==> config.mk <==
export PLATFORM = sky130hd
export DESIGN_NAME = color_keyed_pixel_expander
export DESIGN_NICKNAME = d
export VERILOG_FILES = /design/src/rtl/core/ckpe_pkg.sv /design/src/rtl/core/ckpe_convert.sv /design/src/rtl/core/ckpe_bbox.sv /design/src/rtl/core/color_keyed_pixel_expander.sv
export SDC_FILE = /design/constraint.sdc
export NUM_CORES = 1
export LEC_CHECK = 0
export BUFFER_PORTS_ARGS = -buffer_cell sky130_fd_sc_hd__buf_2
export CAP_MARGIN = 15
export CORE_ASPECT_RATIO = 1.1
export CORE_UTILIZATION = 35
export DETAILED_ROUTE_END_ITERATION = 10
export GPL_TIMING_DRIVEN = 1
export SLEW_MARGIN = 20
export SYNTH_ARGS = -nofsm -noshare
export SYNTH_HDL_FRONTEND = slang
export SYNTH_SLANG_ARGS = --single-unit
==> constraint.sdc <==
create_clock -name clk_i -period 8.5 [get_ports clk_i]
set_input_delay 0.425 -clock clk_i [delete_from_list [all_inputs] [get_ports clk_i]]
set_output_delay 0.425 -clock clk_i [all_outputs]
set_load 0.05 [all_outputs]
==> src/rtl/core/ckpe_pkg.sv <==
// Shared types and constants for the color-keyed pixel expander.
// Used by every module of the block; depends on nothing else.
package ckpe_pkg;

  // Raster geometry.
  localparam int unsigned PosW = 11;
  localparam int unsigned DimW = 12;
  localparam logic [DimW-1:0] MaxDim = 12'd2048;
  localparam logic [DimW-1:0] ResetWidth = 12'd640;
  localparam logic [DimW-1:0] ResetHeight = 12'd480;

  // Pixel format and key.
  localparam int unsigned ModeW = 4;
  localparam logic [15:0] ColorKey = 16'h07FF;

  localparam logic [ModeW-1:0] Mode565 = 4'd0;
  localparam logic [ModeW-1:0] Mode555 = 4'd1;
  localparam logic [ModeW-1:0] Mode1555 = 4'd2;
  localparam logic [ModeW-1:0] Mode565Depth = 4'd12;
  localparam logic [ModeW-1:0] Mode555Depth = 4'd13;
  localparam logic [ModeW-1:0] Mode1555Depth = 4'd14;
  localparam logic [ModeW-1:0] ModeDepthOnly = 4'd15;

  // Configuration register indexes.
  localparam int unsigned CfgIdxW = 2;
  localparam logic [CfgIdxW-1:0] CfgWriteMode = 2'd0;
  localparam logic [CfgIdxW-1:0] CfgFrameWidth = 2'd1;
  localparam logic [CfgIdxW-1:0] CfgFrameHeight = 2'd2;

  typedef struct packed {
    logic            frame_last;
    logic            box_valid;
    logic [PosW-1:0] box_left;
    logic [PosW-1:0] box_top;
    logic [DimW-1:0] box_right;
    logic [DimW-1:0] box_bottom;
  } box_t;

  // A dimension of zero acts as one, anything above the maximum as the maximum.
  function automatic logic [DimW-1:0] clamp_dim(input logic [DimW-1:0] v);
    logic [DimW-1:0] r;
    if (v == '0) begin
      r = {{(DimW-1){1'b0}}, 1'b1};
    end else if (v > MaxDim) begin
      r = MaxDim;
    end else begin
      r = v;
    end
    return r;
  endfunction

endpackage

==> src/rtl/core/ckpe_convert.sv <==
// Pixel format expansion and color-key test for one item.
// Depends on ckpe_pkg.
module ckpe_convert import ckpe_pkg::*; (
  input  logic [31:0]      pixel_word_i,
  input  logic [ModeW-1:0] write_mode_i,
  output logic [31:0]      color_o,
  output logic             drawn_o
);

  logic [15:0] p;
  logic [31:0] expanded;

  assign p = pixel_word_i[15:0];
  assign drawn_o = (p != ColorKey);

  // Narrow channels are widened by repeating their top bits at the bottom.
  always_comb begin
    unique case (write_mode_i) inside
      Mode565, Mode565Depth: begin
        expanded = {8'h00, p[4:0], p[4:2], p[10:5], p[10:9], p[15:11], p[15:13]};
      end
      Mode555, Mode1555, Mode555Depth, Mode1555Depth: begin
        expanded = {{8{~p[15]}}, p[4:0], p[4:2], p[9:5], p[9:7], p[14:10], p[14:12]};
      end
      ModeDepthOnly: begin
        expanded = '1;
      end
      default: begin
        expanded = {8'h00, pixel_word_i[7:0], pixel_word_i[15:8], pixel_word_i[23:16]};
      end
    endcase
  end

  assign color_o = drawn_o ? expanded : '1;

endmodule

==> src/rtl/core/ckpe_bbox.sv <==
// Raster position tracking and bounding box of drawn pixels.
// Depends on ckpe_pkg.
module ckpe_bbox import ckpe_pkg::*; (
  input  logic            clk_i,
  input  logic            rst_ni,
  input  logic            advance_i,
  input  logic            drawn_i,
  input  logic [DimW-1:0] frame_width_i,
  input  logic [DimW-1:0] frame_height_i,
  output box_t            box_o
);

  logic [PosW-1:0] col_q, col_d, row_q, row_d;
  logic [DimW-1:0] least_col_q, least_col_d, least_row_q, least_row_d;
  logic [PosW-1:0] great_col_q, great_col_d, great_row_q, great_row_d;
  logic [DimW-1:0] eff_w, eff_h;
  logic [DimW-1:0] col_inc, row_inc;
  logic            row_end, last;
  logic [DimW-1:0] lc_n, lr_n;
  logic [PosW-1:0] gc_n, gr_n;

  assign eff_w = clamp_dim(frame_width_i);
  assign eff_h = clamp_dim(frame_height_i);
  assign col_inc = {1'b0, col_q} + DimW'(1);
  assign row_inc = {1'b0, row_q} + DimW'(1);
  assign row_end = (col_inc >= eff_w);
  assign last = row_end && (row_inc >= eff_h);

  // Box including the current item.
  always_comb begin
    lc_n = least_col_q;
    lr_n = least_row_q;
    gc_n = great_col_q;
    gr_n = great_row_q;
    if (drawn_i) begin
      if (col_q > great_col_q) gc_n = col_q;
      if (row_q > great_row_q) gr_n = row_q;
      if ({1'b0, col_q} < least_col_q) lc_n = {1'b0, col_q};
      if ({1'b0, row_q} < least_row_q) lr_n = {1'b0, row_q};
    end
  end

  always_comb begin
    box_o = '0;
    box_o.frame_last = last;
    if (last && ({1'b0, gc_n} >= lc_n)) begin
      box_o.box_valid = 1'b1;
      box_o.box_left = lc_n[PosW-1:0];
      box_o.box_top = lr_n[PosW-1:0];
      box_o.box_right = {1'b0, gc_n} + DimW'(1);
      box_o.box_bottom = {1'b0, gr_n} + DimW'(1);
    end
  end

  always_comb begin
    col_d = col_q;
    row_d = row_q;
    least_col_d = least_col_q;
    least_row_d = least_row_q;
    great_col_d = great_col_q;
    great_row_d = great_row_q;
    if (advance_i) begin
      least_col_d = lc_n;
      least_row_d = lr_n;
      great_col_d = gc_n;
      great_row_d = gr_n;
      if (row_end) begin
        col_d = '0;
        if (last) begin
          row_d = '0;
          least_col_d = eff_w;
          least_row_d = eff_h;
          great_col_d = '0;
          great_row_d = '0;
        end else begin
          row_d = row_inc[PosW-1:0];
        end
      end else begin
        col_d = col_inc[PosW-1:0];
      end
    end
  end

  always_ff @(posedge clk_i or negedge rst_ni) begin
    if (!rst_ni) begin
      col_q <= '0;
      row_q <= '0;
      least_col_q <= ResetWidth;
      least_row_q <= ResetHeight;
      great_col_q <= '0;
      great_row_q <= '0;
    end else begin
      col_q <= col_d;
      row_q <= row_d;
      least_col_q <= least_col_d;
      least_row_q <= least_row_d;
      great_col_q <= great_col_d;
      great_row_q <= great_row_d;
    end
  end

endmodule

==> src/rtl/core/color_keyed_pixel_expander.sv <==
// Color-keyed pixel expander: converts frame-buffer pixel words to RGBA8888
// and reports the bounding box of drawn pixels on the last pixel of a frame.
// Pipeline: an accepted item goes through the input register, then the result register.
// Throughput: one item per cycle while the output does not stall; the conversion and
// box update sit between the two registers. Reset: asynchronous, active low; clears
// both stages, the raster position, the box and the registers to mode 0, 640 x 480.
module color_keyed_pixel_expander import ckpe_pkg::*; (
  input  logic               clk_i,
  input  logic               rst_ni,
  input  logic               cfg_valid_i,
  output logic               cfg_ready_o,
  input  logic [CfgIdxW-1:0] cfg_index_i,
  input  logic [DimW-1:0]    cfg_data_i,
  input  logic               in_valid_i,
  output logic               in_stall_o,
  input  logic [31:0]        pixel_word_i,
  output logic               out_valid_o,
  input  logic               out_stall_i,
  output logic [31:0]        color_out_o,
  output logic               pixel_drawn_o,
  output logic               frame_last_o,
  output logic               box_valid_o,
  output logic [PosW-1:0]    box_left_o,
  output logic [PosW-1:0]    box_top_o,
  output logic [DimW-1:0]    box_right_o,
  output logic [DimW-1:0]    box_bottom_o
);

  logic [ModeW-1:0] mode_q;
  logic [DimW-1:0]  width_q, height_q;
  logic             in_valid_q;
  logic [31:0]      word_q;
  logic             res_valid_q;
  logic [31:0]      color_q, color_d;
  logic             drawn_q, drawn_d;
  box_t             box_q, box_d;
  logic             res_free, advance;

  assign cfg_ready_o = 1'b1;

  always_ff @(posedge clk_i or negedge rst_ni) begin
    if (!rst_ni) begin
      mode_q <= Mode565;
      width_q <= ResetWidth;
      height_q <= ResetHeight;
    end else if (cfg_valid_i) begin
      unique case (cfg_index_i)
        CfgWriteMode: mode_q <= cfg_data_i[ModeW-1:0];
        CfgFrameWidth: width_q <= cfg_data_i;
        CfgFrameHeight: height_q <= cfg_data_i;
        default: ;
      endcase
    end
  end

  // The result register frees up when empty or when its item is taken.
  assign res_free = !res_valid_q || !out_stall_i;
  assign advance = in_valid_q && res_free;
  assign in_stall_o = in_valid_q && !res_free;

  ckpe_convert u_convert (
    .pixel_word_i (word_q),
    .write_mode_i (mode_q),
    .color_o      (color_d),
    .drawn_o      (drawn_d)
  );

  ckpe_bbox u_bbox (
    .clk_i          (clk_i),
    .rst_ni         (rst_ni),
    .advance_i      (advance),
    .drawn_i        (drawn_d),
    .frame_width_i  (width_q),
    .frame_height_i (height_q),
    .box_o          (box_d)
  );

  always_ff @(posedge clk_i or negedge rst_ni) begin
    if (!rst_ni) begin
      in_valid_q <= 1'b0;
      res_valid_q <= 1'b0;
    end else begin
      if (!in_stall_o) in_valid_q <= in_valid_i;
      if (res_free) res_valid_q <= in_valid_q;
    end
  end

  always_ff @(posedge clk_i) begin
    if (in_valid_i && !in_stall_o) word_q <= pixel_word_i;
    if (advance) begin
      color_q <= color_d;
      drawn_q <= drawn_d;
      box_q <= box_d;
    end
  end

  assign out_valid_o = res_valid_q;
  assign color_out_o = color_q;
  assign pixel_drawn_o = drawn_q;
  assign frame_last_o = box_q.frame_last;
  assign box_valid_o = box_q.box_valid;
  assign box_left_o = box_q.box_left;
  assign box_top_o = box_q.box_top;
  assign box_right_o = box_q.box_right;
  assign box_bottom_o = box_q.box_bottom;

endmodule
==> run summary <==
Status = finished clean
Tmin final = 5.335 ns
EDFF count, synth = 98
Gr usage total = 0.1689
Actual slew at the worst max-slew pin = 1.003 ns
Initial Util = 0.3596
Drt pass-1 iters = 5
Setup_tns = 0 ns
Worst path bufs/invs = 2
CP Cell Sequence = and4bb_2, nand4_1, o21ai_0, nor3_2, buf_4, mux2i_1, ha_1, a2111oi_0, o21ai_0, a21oi_1, or3_1, inv_2, and4_1
Worst path max stage delay = 0.66 ns
Final Non-Filler Cells = 1,541
Rows = 67
Switching Share = 0.4101
Vias/cell = 5.271
Post-synth top area cell = edfxtp_1
Post-layout util = 0.4095
Clock Pin Slew Worst Setup and Hold Paths = 0.08 ns
Hold Vio Cnt, Final = 0
CP required = 8.69 ns
I/O Buffers = 125
Synthesized area = 11,060 um^2
Total Wirelength = 26,360 um
Layout cell share with drive strength beyond 1 = 0.2048
Tcrit/Tclk final = 0.6277
Clock Path Buffers = 2
Placed cell count = 1,504
Levels on crit path = 13
Worst Hold Class = input pin to flop
Kind of critical path = flop to flop
Top-area cell type share of the netlist area = 0.2660
Kind of cell adding the most delay to the critical path = simple AND/OR/NAND/NOR gates
Chip Height = 188.5 um
Routed len/inst = 17.11 um
DRC = 0
Area Growth Syn to Fin = 13.89%
Post-synth top cells = edfxtp_1, dfrtp_1, ha_1, nand2_1, nor2_1
Antenna Nets Post-Route = 0
Critical path's most frequent cell = o21ai_0
Layout fillers = 3,020
Max VDD drop = 164.1 uV
Final WS setup = 3.165 ns
Compound-gate portion of the synthesized area = 0.1394
Remaining global-route overflow = 0
Post-synthesis average cell area = 10.77 um^2
Most common cell in the synthesized netlist = edfxtp_1
Io pins = 135
Unique cell type count in the Yosys netlist = 70
Placer Congestion = 0.8367
Post-CTS Setup Bufs = 0
Nets = 1,242
Rel. slew slack = 0.3315
Total CTS buffers = 17
LEAKAGE = 0.005445 uW
DR iter-0 viols = 505
Critical path launch point type = flop
Synth Flop Type = edfxtp_1
Via count = 8,122
Combinational group share of total power = 0.420
Max Fanout on Critical Path = 23
Syn Nets = 1,159
CTS root buf = clkbuf_16
CTS sink count = 196
P_int = 2175 uW
Post-synth ARST share = 0.5000
Adder-Cell Fraction of Synth Area = 0.09252
Hold_ws = 0.1507 ns
Fmax = 0.1874 GHz
Slew Limit Fails = 0
DIE AREA = 32,320 um^2
Power Dens Cells = 292.6 nW/um^2
WHS Path Cells = 1
Largest net degree at the start of global routing = 73
Register area = 5410 um^2
Mapped Cells = 1,027
Synth Area in XOR/XNOR = 0.03088
Setup repair after global routing missed its margin = false
Slowest cell on crit path = or3_1
First-pass GRT wire length = 42,480 um
FF-to-FF path depth = 13
Clock power share = 0.234
Switching Power = 1512 uW
Warnings, synthesis = 0
Sequential share of power = 0.346
Die width = 171.5 um
Vias in the first global route = 7,749
Initial antenna violation count = 9
CTS tree = yes
H-tree depth = 4
Setup WS pre-CTS = 3.021 ns
WP data arrival = 5.52 ns
Mux cell area share after synthesis = 0.06357
Core Area = 30,770 um^2
Top cells by area, synth = edfxtp_1, dfrtp_1, ha_1
Crit. End Element = flop
Clk_skew = 0.01606 ns
Post-synthesis register bit count = 196
Synth Area in Simple Gates = 0.1339
Dpl hpwl = 18,820 um
Register area share after synthesis = 0.4891
Multi-input gate area = 5102 um^2
Final Setup Violations = 0
Largest family of logic cells by synthesized area = compound AO/OA/AOI/OAI gates
Max Cap Violations = 0
Clk Latency, worst-skew pair = 0.44 ns
## power groups by stage
| stage | combinational [uW] | clock, uW | sequential, uW |
|---|---|---|---|
| 2_1_floorplan | 1160 | 0 | 1360 |
| 3_3_place_gp | 1530 | 0 | 1290 |
| 3_5_place_dp | 1540 | 0 | 1290 |
| 4_1_cts | 1550 | 883 | 1270 |
| 5_1_grt | 1710 | 917 | 1290 |
| 6_report | 1550 | 864 | 1270 |
## final timing paths
kind                                        start                endpoint  slack, ns
setup / recovery                        word_q[7]         box_right_o[11]       3.16
hold / removal                   pixel_word_i[20]              word_q[20]       0.15
setup reg to reg                        word_q[7]         box_right_o[11]       3.16
hold reg to reg            u_bbox.great_row_q[10]  u_bbox.great_row_q[10]       0.51
max in group asynchronous                  rst_ni   u_bbox.great_col_q[2]       6.78
min in group asynchronous                  rst_ni   u_bbox.great_row_q[6]       0.45
## sequential cells by signal, summed over array words and instances (netlist names), 12 cells and up
| name | count |
|---|---|
| color_out_o | 25 |
| word_q | 24 |
| box_bottom_o | 12 |
| box_right_o | 12 |
| height_q | 12 |
| u_bbox.least_col_q | 12 |
| u_bbox.least_row_q | 12 |
| width_q | 12 |
## timing repair
| action | in CTS | in global routing |
|---|---|---|
| resized for setup | 0 | 0 |
| hold buffers | 1 | 0 |
| endpoints found under the hold margin | 24 | 0 |
## cell families after synthesis
| kind of cell | count (synthesis) |
|---|---|
| buffers and inverters | 131 |
| xor gates and xnor gates | 39 |
| and+or+nand+nor | 298 |
| other | 1 |
| muxes | 66 |
| adders and majority gates | 82 |
| AOI/OAI and AO/OA | 214 |
| DFF | 196 |
## metal layers
layer  global-route usage  part of all wire  up-vias  routed length, um
met5                    0            0.0023        -                 61
met3              0.04684             0.077       25               2042
met1               0.2432              0.48     3917              12630
met2               0.2499              0.43      251              11360
li1                     -                 -     3919                  -
met4              0.03812             0.010       10                266
## cell usage in the layout, fill, tap and decap left out, drive strengths merged, types with 4 or more instances in the layout
cell type    n
nor2b        4
a211oi      10
mux2i       32
o21ai       43
clkbuf      17
nor3        20
nand2       82
o22a         6
inv         70
nand2b      15
nor4         7
edfxtp      98
nor2        74
diode        4
and4         4
a21o        21
and2         7
a22o        15
xnor2       22
a31oi        4
a22oi       18
mux2        34
o31ai       27
ha          81
dfstp       12
and3        20
a21oi       29
o21a         6
xor2        17
buf        132
nand4       11
nand3       39
a221o       12
dfrtp       86
## final cells by class
cell class,instances,share of cell area
antenna,4,0.0007945
clock buffer,17,0.03377
clock inverter,15,0.01639
inverter,62,0.01867
multi-input combinational,700,0.4050
sequential,196,0.4294
tap,414,0.04112
timing repair buffer,133,0.05482
## stage by stage
step | instance area, um^2 | total power [uW]
2_1_floorplan | 11060 | 2516
3_3_place_gp | 11940 | 2816
3_5_place_dp | 11940 | 2831
4_1_cts | 12580 | 3705
5_1_grt | 12590 | 3921
6_report | 12600 | 3686
Power figures use the tool's default switching activity.
